===== src/hw/rtl/lobm_pkg.sv =====
// Shared types and constants for the limit order book matcher.
// No dependencies; used by the controller, datapath and top level.
package lobm_pkg;

  localparam logic [1:0] OP_LIMIT  = 2'd0;
  localparam logic [1:0] OP_MARKET = 2'd1;
  localparam logic [1:0] OP_CANCEL = 2'd2;
  localparam logic [1:0] OP_MODIFY = 2'd3;

  localparam logic [2:0] ST_RESTED    = 3'd0;
  localparam logic [2:0] ST_FILLED    = 3'd1;
  localparam logic [2:0] ST_REJECTED  = 3'd2;
  localparam logic [2:0] ST_CANCELLED = 3'd3;
  localparam logic [2:0] ST_NOTFOUND  = 3'd4;
  localparam logic [2:0] ST_MODIFIED  = 3'd5;
  localparam logic [2:0] ST_FULL      = 3'd6;
  localparam logic [2:0] ST_DROPPED   = 3'd7;

  localparam logic KIND_TRADE  = 1'b0;
  localparam logic KIND_STATUS = 1'b1;

  // Commands from the controller to the datapath.
  typedef struct packed {
    logic load;        // capture the input word
    logic fill;        // execute one fill against the best slot
    logic rest;        // rest the remainder in the free slot
    logic remove;      // invalidate the found slot
    logic modify;      // update quantity of the found slot in place
    logic unrest_side; // take the stored side of the found slot for re-add
  } lobm_cmd_t;

  // Status from the datapath to the controller.
  typedef struct packed {
    logic [1:0] opcode;
    logic       zero_qty;
    logic       zero_price;
    logic       qty_done;
    logic       can_fill;
    logic       free_found;
    logic       id_found;
    logic       in_place;
  } lobm_sts_t;

endpackage


===== src/hw/rtl/lobm_ctrl.sv =====
// Controller of the order book matcher: sequences one command and drives output.
// Depends on lobm_pkg.
module lobm_ctrl
  import lobm_pkg::*;
(
  input  logic      clk,
  input  logic      rst_n,
  input  logic      in_tvalid,
  output logic      in_tready,
  input  logic      out_ready,
  output logic      emit_valid,
  output logic      emit_kind,
  output logic [2:0] emit_status,
  input  lobm_sts_t sts,
  output lobm_cmd_t cmd
);

  typedef enum logic [2:0] {S_IDLE, S_DECODE, S_SWAP, S_MATCH, S_STATUS} state_t;

  state_t     state_r, state_nxt;
  logic [2:0] st_r, st_nxt;

  assign in_tready = (state_r == S_IDLE);

  // Next state, commands and the word offered to the output stage.
  always_comb begin
    state_nxt   = state_r;
    st_nxt      = st_r;
    cmd         = '0;
    emit_valid  = 1'b0;
    emit_kind   = KIND_STATUS;
    emit_status = st_r;
    case (state_r)
      S_IDLE: begin
        if (in_tvalid) begin
          cmd.load  = 1'b1;
          state_nxt = S_DECODE;
        end
      end
      S_DECODE: begin
        case (sts.opcode)
          OP_LIMIT, OP_MARKET: begin
            if (sts.zero_qty || (sts.opcode == OP_LIMIT && sts.zero_price)) begin
              st_nxt    = ST_REJECTED;
              state_nxt = S_STATUS;
            end else begin
              state_nxt = S_MATCH;
            end
          end
          OP_CANCEL: begin
            if (sts.id_found) begin
              cmd.remove = 1'b1;
              st_nxt     = ST_CANCELLED;
            end else begin
              st_nxt = ST_NOTFOUND;
            end
            state_nxt = S_STATUS;
          end
          default: begin
            if (sts.zero_qty || sts.zero_price) begin
              st_nxt    = ST_REJECTED;
              state_nxt = S_STATUS;
            end else if (!sts.id_found) begin
              st_nxt    = ST_NOTFOUND;
              state_nxt = S_STATUS;
            end else if (sts.in_place) begin
              cmd.modify = 1'b1;
              st_nxt     = ST_MODIFIED;
              state_nxt  = S_STATUS;
            end else begin
              cmd.unrest_side = 1'b1;
              state_nxt       = S_SWAP;
            end
          end
        endcase
      end
      S_SWAP: begin
        // Old slot leaves after its side has been taken over.
        cmd.remove = 1'b1;
        state_nxt  = S_MATCH;
      end
      S_MATCH: begin
        if (sts.qty_done) begin
          st_nxt    = ST_FILLED;
          state_nxt = S_STATUS;
        end else if (sts.can_fill) begin
          emit_valid = 1'b1;
          emit_kind  = KIND_TRADE;
          if (out_ready) begin
            cmd.fill = 1'b1;
          end
        end else if (sts.opcode == OP_MARKET) begin
          st_nxt    = ST_DROPPED;
          state_nxt = S_STATUS;
        end else if (sts.free_found) begin
          cmd.rest  = 1'b1;
          st_nxt    = ST_RESTED;
          state_nxt = S_STATUS;
        end else begin
          st_nxt    = ST_FULL;
          state_nxt = S_STATUS;
        end
      end
      S_STATUS: begin
        emit_valid = 1'b1;
        if (out_ready) begin
          state_nxt = S_IDLE;
        end
      end
      default: state_nxt = S_IDLE;
    endcase
  end

  always_ff @(posedge clk) begin
    if (!rst_n) begin
      state_r <= S_IDLE;
      st_r    <= ST_RESTED;
    end else begin
      state_r <= state_nxt;
      st_r    <= st_nxt;
    end
  end

endmodule


===== config.mk =====
export PLATFORM = sky130hd
export DESIGN_NAME = lobm_ctrl
export DESIGN_NICKNAME = d
export VERILOG_FILES = /design/src/hw/rtl/lobm_pkg.sv /design/src/hw/rtl/lobm_ctrl.sv
export SDC_FILE = /design/constraint.sdc
export NUM_CORES = 1
export LEC_CHECK = 0
export ABC_AREA = 1
export ABC_CLOCK_PERIOD_IN_PS = 1600
export BUFFER_PORTS_ARGS = -buffer_cell sky130_fd_sc_hd__buf_4
export CORE_AREA = 4 4 41 43
export CTS_BUF_LIST = sky130_fd_sc_hd__clkbuf_8
export DETAILED_ROUTE_END_ITERATION = 10
export DIE_AREA = 0 0 45 47
export PLACE_DENSITY = 0.66
export SLEW_MARGIN = 20
export SYNTH_ARGS = -nofsm -noshare
export SYNTH_HDL_FRONTEND = slang
export SYNTH_SLANG_ARGS = --single-unit

===== constraint.sdc =====
create_clock -name clk -period 1.6 [get_ports clk]
set_input_delay 0.4 -clock clk [delete_from_list [all_inputs] [get_ports clk]]
set_output_delay 0.4 -clock clk [all_outputs]
set_load 0.02 [all_outputs]

==> report_table.html <==
<table>
<tr><th>Metric</th><th>Value</th></tr>
<tr><th colspan="2">Finish</th></tr>
<tr><td>Ratio of cells with drive above 1 in the final layout</td><td>0.4113</td></tr>
<tr><td>Register cell area after layout</td><td>126.4 sq um</td></tr>
<tr><td>Synthesis-to-layout area growth</td><td>63.64%</td></tr>
<tr><td>Final layout net count</td><td>139</td></tr>
<tr><td>Post-layout util</td><td>0.6404</td></tr>
<tr><td>Area of the multi-input gates</td><td>347.8 sq um</td></tr>
<tr><td>Fill count</td><td>123</td></tr>
<tr><td>Antenna diode instance count</td><td>0</td></tr>
<tr><td>Count of placed standard cells in the final layout, fillers left out</td><td>139</td></tr>
<tr><th colspan="2">Synth</th></tr>
<tr><td>Area share of fa/ha/maj cells after synthesis</td><td>0</td></tr>
<tr><td>Fraction of the yosys area taken by sequential cells</td><td>0.2359</td></tr>
<tr><td>Cell with the most instances after synthesis</td><td>sky130_fd_sc_hd__nor2_1</td></tr>
<tr><td>Main combinational cell family by area after synthesis</td><td>simple AND/OR/NAND/NOR gates</td></tr>
<tr><td>Fraction of the mapped netlist area in compound gates</td><td>0.05897</td></tr>
<tr><td>Synthesized area per cell</td><td>5.476 sq um</td></tr>
<tr><td>Netlist area before placement</td><td>509.2 sq um</td></tr>
<tr><td>Cell types with the highest counts after synthesis</td><td>21 x sky130_fd_sc_hd__nor2_1, 20 x sky130_fd_sc_hd__inv_1, 19 x sky130_fd_sc_hd__nand2_1, 8 x sky130_fd_sc_hd__nand3_1, 6 x sky130_fd_sc_hd__dfxtp_1</td></tr>
<tr><td>Post-synthesis mux area share</td><td>0</td></tr>
<tr><td>Cell types with the largest area share after synthesis</td><td>sky130_fd_sc_hd__dfxtp_1 24%, sky130_fd_sc_hd__nor2_1 15%, sky130_fd_sc_hd__inv_1 15%</td></tr>
<tr><td>Cells after Synth</td><td>93</td></tr>
<tr><td>Share of Yosys cell area claimed by the top area cell type</td><td>0.2359</td></tr>
<tr><td>Area leader, netlist</td><td>sky130_fd_sc_hd__dfxtp_1</td></tr>
<tr><td>YS warnings</td><td>0</td></tr>
<tr><td>Simple-Gate Fraction of Synth Area</td><td>0.5430</td></tr>
<tr><td>Post-synth EDFFs</td><td>0</td></tr>
<tr><td>Most used flip-flop cell after synthesis</td><td>sky130_fd_sc_hd__dfxtp_1</td></tr>
<tr><td>Proportion of register bits with asynchronous set or reset after synthesis</td><td>0</td></tr>
<tr><td>Net count after synthesis</td><td>106</td></tr>
<tr><td>Xor and xnor fraction of the mapped netlist area</td><td>0</td></tr>
<tr><td>Synth unique cells</td><td>15</td></tr>
<tr><td>#FFs+latches synth</td><td>6</td></tr>
<tr><th colspan="2">Job</th></tr>
<tr><td>Max-Cap Viols</td><td>0</td></tr>
<tr><th colspan="2">Worst setup path</th></tr>
<tr><td>Kind of end point of the critical path</td><td>output pin</td></tr>
<tr><td>Combined buffer and inverter count along the critical path</td><td>3</td></tr>
<tr><td>Largest delay contributor family on the critical path</td><td>flip-flops</td></tr>
<tr><td>Largest incremental delay on the critical path</td><td>0.32 ns</td></tr>
<tr><td>WS Path Type</td><td>register to output pin</td></tr>
<tr><td>Req. time, crit path</td><td>1.20 ns</td></tr>
<tr><td>Slowest-stage cell, CP</td><td>sky130_fd_sc_hd__dfxtp_2</td></tr>
<tr><td>Arrival time of the worst setup path</td><td>1.16 ns</td></tr>
<tr><td>Kind of start point of the critical path</td><td>register</td></tr>
<tr><td>Highest fanout seen on the critical path</td><td>3</td></tr>
<tr><td>Sequence of cells on the critical path</td><td>inv_4 -&gt; nand2_4 -&gt; nor2_4 -&gt; inv_2 -&gt; o21ai_2 -&gt; buf_6</td></tr>
<tr><th colspan="2">Floorplanning</th></tr>
<tr><td>Core region area</td><td>1301 sq um</td></tr>
<tr><td>Placement Rows</td><td>13</td></tr>
<tr><td>I/O Pins</td><td>25</td></tr>
<tr><td>Floorplan die area</td><td>2115 sq um</td></tr>
<tr><td>Chip height</td><td>47 microns</td></tr>
<tr><td>Die width</td><td>45 microns</td></tr>
<tr><td>Initial standard-cell utilization of the core</td><td>0.3913</td></tr>
<tr><th colspan="2">Power</th></tr>
<tr><td>Leak Pwr</td><td>0.0004756 uW</td></tr>
<tr><td>Total power per unit cell area</td><td>944.8 nW/um^2</td></tr>
<tr><td>Highest ir drop seen on vdd</td><td>546.6 uV</td></tr>
<tr><td>Design Power</td><td>787.3 uW</td></tr>
<tr><th colspan="2">Place</th></tr>
<tr><td>Setup Slack @ Placement</td><td>0.07375 ns</td></tr>
<tr><td>Gp weighted congestion</td><td>0.6928</td></tr>
<tr><td>Number of buffers inserted by port buffering</td><td>24</td></tr>
<tr><td>Post-Place Cells</td><td>132</td></tr>
<tr><td>Half-perimeter wire length after detailed placement</td><td>1.011 mm</td></tr>
<tr><th colspan="2">Drt</th></tr>
<tr><td>Wire length after detailed routing</td><td>1.357 mm</td></tr>
<tr><td>Post-detailed-route wirelength per cell</td><td>9.763 microns</td></tr>
<tr><td>Detailed router's first-iteration violation count</td><td>16</td></tr>
<tr><td>Vias post-DR</td><td>666</td></tr>
<tr><td>Number of remaining DRC errors</td><td>0</td></tr>
<tr><td>First-pass iteration count of the detailed router</td><td>4</td></tr>
<tr><td>Detailed-route vias per instance</td><td>4.791</td></tr>
<tr><td>Antenna violation net count after detailed routing</td><td>0</td></tr>
<tr><th colspan="2">Clocking</th></tr>
<tr><td>Clock buffer count from CTS</td><td>3</td></tr>
<tr><td>Clock input transition at the sequential cells of the worst setup and hold paths</td><td>0.04 ns</td></tr>
<tr><td>CTS tree</td><td>done</td></tr>
<tr><td>Clock sink total</td><td>6</td></tr>
<tr><td>Count of hold-fix buffers inserted at cts</td><td>0</td></tr>
<tr><td>Clock latency reported for the late side of the worst-skew pair</td><td>0.22 ns</td></tr>
<tr><td>Maximum level of the CTS H-tree</td><td>1</td></tr>
<tr><td>Number of buffers on the longest clock path</td><td>2</td></tr>
<tr><td>CTS root buffer</td><td>sky130_fd_sc_hd__clkbuf_8</td></tr>
<tr><th colspan="2">Global route</th></tr>
<tr><td>Number of antenna violations at the first check in global routing</td><td>0</td></tr>
<tr><td>GRT overflow</td><td>0</td></tr>
<tr><td>Total global routing track utilization</td><td>0.1362</td></tr>
<tr><td>Pin count of the biggest net entering global routing</td><td>8</td></tr>
<tr><td>Wire length of the first global-routing pass</td><td>2.125 mm</td></tr>
<tr><td>Vias in the first global route</td><td>547</td></tr>
<tr><th colspan="2">STA</th></tr>
<tr><td>Relative slew slack</td><td>0.8229</td></tr>
<tr><td>Maximum clock skew at final layout</td><td>0.001362 ns</td></tr>
<tr><td>Min Clock Period, post-route</td><td>1.558 ns</td></tr>
<tr><td>RSZ-0062 raised after global routing</td><td>true</td></tr>
<tr><td>Worst Slack Setup Final</td><td>0.04228 ns</td></tr>
<tr><td>Maximum clock frequency</td><td>642.0 MHz</td></tr>
<tr><td>Final number of setup-violating endpoints</td><td>0</td></tr>
<tr><td>Number of max-slew violations in the final report</td><td>0</td></tr>
<tr><td>Transition at the pin with the smallest max-transition slack</td><td>0.2656 ns</td></tr>
<tr><td>Hold slack</td><td>0.4013 ns</td></tr>
<tr><td>Post-route clock period utilization</td><td>0.9736</td></tr>
<tr><td>Final Hold Violating Endpoints</td><td>0</td></tr>
<tr><th colspan="2">Run status</th></tr>
<tr><td>Result of the run</td><td>finished, final reports clean</td></tr>
<tr><th colspan="2">Min path</th></tr>
<tr><td>Tightest Hold Check Type</td><td>input port to register</td></tr>
</table>
## report_power, final
part / internal (uW) / switching, uW / total [uW]
Clock: 162 / 67.3 / 229
Sequential: 180 / 22.2 / 203
Combinational: 153 / 203 / 356
## metrics by stage
stage	TNS [ns]	area (sq um)
6_report	0	833.3
2_1_floorplan	0	509.2
5_1_grt	-0.03416	833.3
3_5_place_dp	0	708.2
3_3_place_gp	0	708.2
4_1_cts	0	765.7
## worst reg2reg max path, cell delays in order (launching register included)
cell,delay (ns)
sky130_fd_sc_hd__dfxtp_2,0.32
sky130_fd_sc_hd__inv_4,0.07
sky130_fd_sc_hd__nand2_4,0.05
sky130_fd_sc_hd__nor2_4,0.16
sky130_fd_sc_hd__buf_4,0.13
sky130_fd_sc_hd__nand2_2,0.07
sky130_fd_sc_hd__nand3_4,0.13
sky130_fd_sc_hd__nand2_1,0.06
sky130_fd_sc_hd__nand2_1,0.07
sky130_fd_sc_hd__nor2_2,0.04
## state kept, by name, indices dropped and copies added (netlist names)
name / count
emit_status: 3
state_r: 3
## routing by layer
layer,global-route usage,wire (microns),up-vias
met5,0,0,-
met3,0.04215,86,2
met1,0.1739,579,296
met2,0.2147,672,22
li1,-,-,346
met4,0.05263,18,0
## placed cells by master, fill, tap and decap left out
master                     netlist  final
sky130_fd_sc_hd__buf_4           0     27
sky130_fd_sc_hd__inv_1          20     19
sky130_fd_sc_hd__nand2_1        19     19
sky130_fd_sc_hd__nor2_1         21     19
sky130_fd_sc_hd__nand3_1         8      6
sky130_fd_sc_hd__nand3_2         2      3
sky130_fd_sc_hd__nor2_2          2      3
sky130_fd_sc_hd__a21oi_1         3      3
sky130_fd_sc_hd__clkbuf_8        0      3
sky130_fd_sc_hd__dfxtp_1         6      3
sky130_fd_sc_hd__o21ai_1         2      2
sky130_fd_sc_hd__inv_2           2      2
sky130_fd_sc_hd__nand3_4         1      2
sky130_fd_sc_hd__nand2_2         3      2
sky130_fd_sc_hd__nand4_1         2      2
sky130_fd_sc_hd__dfxtp_2         0      2
sky130_fd_sc_hd__inv_4           0      1
sky130_fd_sc_hd__nor3_2          0      1
sky130_fd_sc_hd__nand2_4         0      1
sky130_fd_sc_hd__nor2_4          0      1
sky130_fd_sc_hd__o21ai_2         0      1
sky130_fd_sc_hd__buf_6           0      1
sky130_fd_sc_hd__dfxtp_4         0      1
## path summary, 6_finish.rpt
check            startpoint             end  slack (ns)  cells after the start
max              state_r[2]          cmd[2]        0.04                      6
min                   rst_n      state_r[1]        0.40                      3
max reg2reg      state_r[2]  emit_status[2]        0.40                      9
min reg2reg  emit_status[0]  emit_status[0]        0.51                      4
## repair_timing
| action | 4_1_cts | 5_1_grt |
|---|---|---|
| gates resized for setup | 3 | 14 |
| setup endpoints to repair | 4 | 6 |
| pin swaps | 0 | 6 |
| endpoints found under the hold margin | 0 | 0 |
| buffers inserted | 1 | 3 |
## cell families (layout without fill, tap and decap cells)
| group | count (synthesis) | in the layout |
|---|---|---|
| simple gates | 59 | 59 |
| compound gates | 6 | 6 |
| flops | 6 | 6 |
| buf+inv | 22 | 53 |
## layout make-up
| class | count | area share |
|---|---|---|
| clock buffer | 3 | 0.04955 |
| inverter | 22 | 0.1021 |
| multi-input combinational | 65 | 0.4174 |
| sequential | 6 | 0.1517 |
| tap | 15 | 0.02252 |
| timing repair buffer | 28 | 0.2568 |
Power figures use the tool's default switching activity.
